$ cat config.mk
export PLATFORM = sky130hd
export DESIGN_NAME = tlik_sqrt
export DESIGN_NICKNAME = d
export VERILOG_FILES = /design/src/rtl/tlik_pkg.sv /design/src/rtl/tlik_sqrt_cell.sv /design/src/rtl/tlik_sqrt.sv
export SDC_FILE = /design/constraint.sdc
export NUM_CORES = 2
export LEC_CHECK = 0
export BUFFER_PORTS_ARGS = -buffer_cell sky130_fd_sc_hd__buf_2
export CORE_MARGIN = 4
export CORE_UTILIZATION = 50
export DETAILED_ROUTE_END_ITERATION = 7
export GPL_TIMING_DRIVEN = 1
export PLACE_DENSITY = 0.65
export SETUP_SLACK_MARGIN = 0.5
export SLEW_MARGIN = 20
export SYNTH_ARGS = -nofsm -noshare
export SYNTH_HDL_FRONTEND = slang
export SYNTH_SLANG_ARGS = --single-unit
$ cat constraint.sdc
create_clock -name i_clk -period 5.9 [get_ports i_clk]
set_clock_uncertainty 0.15 [all_clocks]
set_input_delay 0.885 -clock i_clk [delete_from_list [all_inputs] [get_ports i_clk]]
set_output_delay 0.885 -clock i_clk [all_outputs]
set_load 0.02 [all_outputs]
$ cat src/rtl/tlik_pkg.sv
`default_nettype none

package tlik_pkg;

    // Number of CORDIC micro-rotations in each arctangent unit.
    localparam int CORDIC_ITERATIONS = 16;

    // CORDIC datapath: vectors are normalized to a magnitude in [2^40, 2^41).
    localparam int CW = 45;
    // Angle accumulator in units of 2^-16 degree.
    localparam int ZW = 27;
    // Greedy normalization uses shifts of 32, 16, 8, 4, 2 and 1.
    localparam int NORM_STEPS = 6;
    localparam int CORDIC_LAT = CORDIC_ITERATIONS + NORM_STEPS + 2;

    // Integer square root: 60-bit radicand, one root bit per cell.
    localparam int SQ_RAD_W = 60;
    localparam int SQ_ROOT_W = 30;
    localparam int SQ_LAT = SQ_ROOT_W;

    localparam logic signed [ZW-1:0] Z90 = 27'sd5898240;

    typedef struct packed {
        logic signed [CW-1:0] x;
        logic signed [CW-1:0] y;
        logic signed [ZW-1:0] z;
        logic                 zero;
    } t_cordic;

    typedef struct packed {
        logic [SQ_RAD_W-1:0]  rem;
        logic [SQ_ROOT_W-1:0] root;
    } t_sqrt;

    // atan(2^-i) in units of 2^-16 degree, rounded to nearest.
    function automatic logic [21:0] atan_units(input logic [4:0] step);
        logic [21:0] a;
        case (step)
            5'd0:    a = 22'd2949120;
            5'd1:    a = 22'd1740967;
            5'd2:    a = 22'd919879;
            5'd3:    a = 22'd466945;
            5'd4:    a = 22'd234379;
            5'd5:    a = 22'd117304;
            5'd6:    a = 22'd58666;
            5'd7:    a = 22'd29335;
            5'd8:    a = 22'd14668;
            5'd9:    a = 22'd7334;
            5'd10:   a = 22'd3667;
            5'd11:   a = 22'd1833;
            5'd12:   a = 22'd917;
            5'd13:   a = 22'd458;
            5'd14:   a = 22'd229;
            5'd15:   a = 22'd115;
            5'd16:   a = 22'd57;
            5'd17:   a = 22'd29;
            5'd18:   a = 22'd14;
            5'd19:   a = 22'd7;
            5'd20:   a = 22'd4;
            5'd21:   a = 22'd2;
            5'd22:   a = 22'd1;
            default: a = 22'd0;
        endcase
        return a;
    endfunction

endpackage

`default_nettype wire

$ cat src/rtl/tlik_sqrt_cell.sv
`default_nettype none

module tlik_sqrt_cell (
    input  wire logic           i_clk,
    input  wire logic           i_en,
    input  wire logic [4:0]     i_step,
    input  tlik_pkg::t_sqrt     i_d,
    output tlik_pkg::t_sqrt     o_d
);
    import tlik_pkg::*;

    t_sqrt            r_d;
    t_sqrt            n_d;
    logic [SQ_RAD_W:0] term;

    // Trying root bit k costs 2^(k+1)*root + 4^k of the remainder.
    always_comb begin
        term = ((SQ_RAD_W + 1)'(i_d.root) << ({1'b0, i_step} + 6'd1))
             + ((SQ_RAD_W + 1)'(1) << {i_step, 1'b0});
        n_d = i_d;
        if ({1'b0, i_d.rem} >= term) begin
            n_d.rem  = SQ_RAD_W'({1'b0, i_d.rem} - term);
            n_d.root = i_d.root | (SQ_ROOT_W'(1) << i_step);
        end
    end

    always_ff @(posedge i_clk) begin
        if (i_en) begin
            r_d <= n_d;
        end
    end

    assign o_d = r_d;

endmodule

`default_nettype wire

$ cat src/rtl/tlik_sqrt.sv
`default_nettype none

module tlik_sqrt (
    input  wire logic                          i_clk,
    input  wire logic                          i_en,
    input  wire logic [tlik_pkg::SQ_RAD_W-1:0] i_rad,
    output logic [tlik_pkg::SQ_ROOT_W-1:0]     o_root
);
    import tlik_pkg::*;

    t_sqrt w [SQ_LAT+1];

    assign w[0].rem  = i_rad;
    assign w[0].root = '0;

    // One cell per root bit, most significant bit first.
    for (genvar j = 0; j < SQ_LAT; j++) begin : g_cell
        tlik_sqrt_cell u_cell (
            .i_clk  (i_clk),
            .i_en   (i_en),
            .i_step (5'(SQ_LAT - 1 - j)),
            .i_d    (w[j]),
            .o_d    (w[j+1])
        );
    end

    assign o_root = w[SQ_LAT].root;

endmodule

`default_nettype wire

==> qor.txt <==
Max Clk Rate -> 220 MHz
Worst Reg-to-Reg Cells -> 11
Reg clk slew, reported paths -> 70 ps
largest area contributor in the synthesized netlist -> edfxtp_1
Initial DRT Pass Iterations -> 8
Worst-Margin Slew -> 1060 ps
Compound-Gate Fraction of Synth Area -> 0.0930
Synth top area share -> 0.629
first-pass GRT wire length -> 377 mm
final setup margin -> 1350 ps
r2r startpoint -> g_cell[25].u_cell.o_d[29]$_DFFE_PP_
Total Neg Setup Slack -> 0 ps
Hold Path Class -> primary input to flop
clock sink count -> 2205
# IOs -> 92
crit path buf inv count -> 1
number of enable flip-flop cells after synthesis -> 2205
hold path endpoint -> g_cell[0].u_cell.o_d[89]$_DFFE_PP_
XOR/XNOR Fraction of Synth Area -> 0.0639
status -> finished, final reports clean
largest net degree at the start of global routing -> 183
Synth Net Count -> 8880
critical path type -> flop to flop
pre-CTS setup slack -> 1490 ps
Via density -> 5.77
Final Hold Vio Count -> 0
H-tree Lvls -> 4
Simple-Gate Fraction of Synth Area -> 0.119
initial detailed-routing violation count -> 6078
Leak Pwr -> 44.1 nW
ys async rst share -> 0
final setup violation count -> 0
cts repair resizes -> 0
critical path's largest stage delay -> 650 ps
FP Rows -> 168
Total Power -> 45.2 mW
total detailed-routing wirelength -> 245 mm
sequential share of the synthesized area -> 0.629
vias in the first global route -> 65024
port bufs -> 91
Pwr per Cell Area -> 385 nW/um^2
Max clock buf depth -> 3
R2R setup slack -> 1350 ps
area delta synth->final -> 11.7%
kind of cell adding the most delay to the critical path -> simple AND/OR/NAND/NOR gates
DIE WIDTH -> 467 um
crit path cell chain -> inv_1 > ha_1 > or4bb_1 > nor4_1 > nand4_1 > and3_1 > o211ai_1 > o22ai_4 > nor3_1 > nand3_1 > xnor2_1
# DRC -> 0
RSZ-0062 raised after global routing -> no
Via Count -> 66936
hold_sp -> i_rad[59]
TritonCTS clock tree -> done
routed len/inst -> 21.1 um
Critical Path Fanout Max -> 20
GRT Resource Usage Total -> 0.221
Required @ worst endpoint -> 6380 ps
Synth Register Bits -> 2205
crit start category -> flop
mux contribution to synthesized area -> 0.00810
starting density of the core -> 0.503
Core Area -> 209000 sq um
fillers -> 17078
initial antenna violation count -> 9
routability cong. -> 0.921
ys flop type -> edfxtp_1
clock insertion delay at the later pin of the skew report -> 890 ps
Yosys Warn Count -> 0
fin crit period -> 4550 ps
max reg flops -> 2205
WHS Path Cells -> 3
Yosys cell types -> 86
cts bufs inserted -> 226
Worst setup EP type -> flop
Die ar. -> 218000 sq um
top post-synthesis cells by area -> edfxtp_1 (63%), ha_1 (5.9%), xor2_1 (3.3%)
CTS Root Cell -> clkbuf_16
synthesized area per cell -> 12.6 sq um
final-report max-slew violation count -> 0
cells after synthesis -> 8325
Synth Area in Adders -> 0.0586
gr ovfl total -> 0
RR Endpoint -> g_cell[26].u_cell.o_d[73]$_DFFE_PP_
layout cells sized above 1 -> 0.0715
Max VDD drop -> 349 uV
slew margin rel. -> 0.285
height of the die -> 467 um
synthesized area -> 105000 sq um
CP max stage cell -> nor3_1
Net count, final -> 9152
largest family of logic cells by synthesized area -> simple AND/OR/NAND/NOR gates
critical path arrival -> 5030 ps
antenna-violating nets left -> 0
Final HPWL DP -> 181 mm
period utilization -> 0.771
Max-Cap Viols -> 0
## what timing repair did
action | CTS | global route
hold buffers | 58 | 0
hold endpoints to repair | 58 | 0
setup buffers | 0 | 0
## worst max-delay path by stage
stage,end,slack (ps),depth (start not counted),from
2_1_floorplan,g_cell[15].u_cell.o_d[66]$_DFFE_PP_,2250,9,g_cell[14].u_cell.o_d[83]$_DFFE_PP_
3_3_place_gp,g_cell[26].u_cell.o_d[73]$_DFFE_PP_,1530,11,g_cell[25].u_cell.o_d[29]$_DFFE_PP_
3_5_place_dp,g_cell[26].u_cell.o_d[73]$_DFFE_PP_,1490,11,g_cell[25].u_cell.o_d[29]$_DFFE_PP_
4_1_cts,g_cell[26].u_cell.o_d[73]$_DFFE_PP_,1420,11,g_cell[25].u_cell.o_d[29]$_DFFE_PP_
5_1_grt,g_cell[26].u_cell.o_d[73]$_DFFE_PP_,1000,11,g_cell[25].u_cell.o_d[29]$_DFFE_PP_
6_report,g_cell[26].u_cell.o_d[73]$_DFFE_PP_,1350,11,g_cell[25].u_cell.o_d[29]$_DFFE_PP_
## per-stage QoR
stage                     hold WS (ps)   util  std cells  cell area (sq um)
final                              219  0.561      11601             118000
after global routing               159  0.561      11601             118000
after CTS                          114  0.561      11599             118000
after detailed placement           278  0.522      11116             109000
after global placement             277  0.522      11116             109000
after floorplan                    267      -       8325             105000
## per-layer routing
| metal | wire length (um) | GRT usage | up-vias |
|---|---|---|---|
| met5 | 0 | 0 | - |
| met4 | 5100 | 0.0537 | 0 |
| met3 | 14200 | 0.0351 | 329 |
| met2 | 121000 | 0.377 | 1884 |
| met1 | 105000 | 0.298 | 32908 |
| li1 | - | - | 31815 |
## worst reg2reg max path, stage by stage (launching register included)
cell and delay (ps):
edfxtp_1 380, inv_1 60, ha_1 580, or4bb_1 530
nor4_1 610, nand4_1 310, and3_1 280, o211ai_1 130
o22ai_4 230, nor3_1 650, nand3_1 190, xnor2_1 190
## kinds of logic after synthesis
logic type,after synthesis
flip-flops,2205
buffers and inverters,773
XOR/XNOR,768
multiplexers,76
AND/OR/NAND/NOR,2429
adder cells (fa/ha/maj),493
AO/OA/AOI/OAI,1581
## cell type report
| cell class | instances | area (sq um) | area share |
|---|---|---|---|
| Inverter | 612 | 2300 | 0.0195 |
| Tap cell | 2805 | 3510 | 0.0299 |
| Sequential cell | 2205 | 66200 | 0.563 |
| Antenna cell | 2 | 5.00 | 0.0000426 |
| Multi-Input combinational cell | 5347 | 36200 | 0.308 |
| Clock inverter | 156 | 1870 | 0.0159 |
| Timing Repair Buffer | 205 | 1620 | 0.0138 |
| Clock buffer | 269 | 5840 | 0.0497 |
## where the power goes
part / internal (mW) / switching (mW)
Clock: 8.47 / 6.15
Combinational: 3.71 / 5.37
Sequential: 19.9 / 1.63
## cell usage after synthesis, types with 45 or more instances
| cell type | number |
|---|---|
| a31oi_1 | 45 |
| a21oi_1 | 515 |
| inv_1 | 610 |
| nor4_1 | 305 |
| nand3_1 | 141 |
| nand2_1 | 532 |
| nor2_1 | 501 |
| ha_1 | 493 |
| or3_1 | 106 |
| o21ai_0 | 406 |
| nand4_1 | 120 |
| nor3_1 | 249 |
| xor2_1 | 392 |
| xnor2_1 | 376 |
| and3_1 | 53 |
| or4_1 | 67 |
| mux2_2 | 61 |
| o21a_1 | 74 |
| nand2b_1 | 100 |
| nor2b_1 | 59 |
| a21o_1 | 191 |
| clkbuf_1 | 128 |
| edfxtp_1 | 2205 |
## layout by cell type, fill, tap and decap left out, types with 100 or more instances in the layout
cell type and instances:
nor4_1 302, o21ai_0 406, a21oi_1 514, xnor2_1 376, clkbuf_16 227, edfxtp_1 2205
nand4_1 120, inv_1 610, or3_1 106, nand2_1 532, nand3_1 141, nor2_1 501
ha_1 493, nand2b_1 100, xor2_1 392, nor3_1 249, a21o_1 191
No activity file was read; power rests on OpenSTA's default activity.
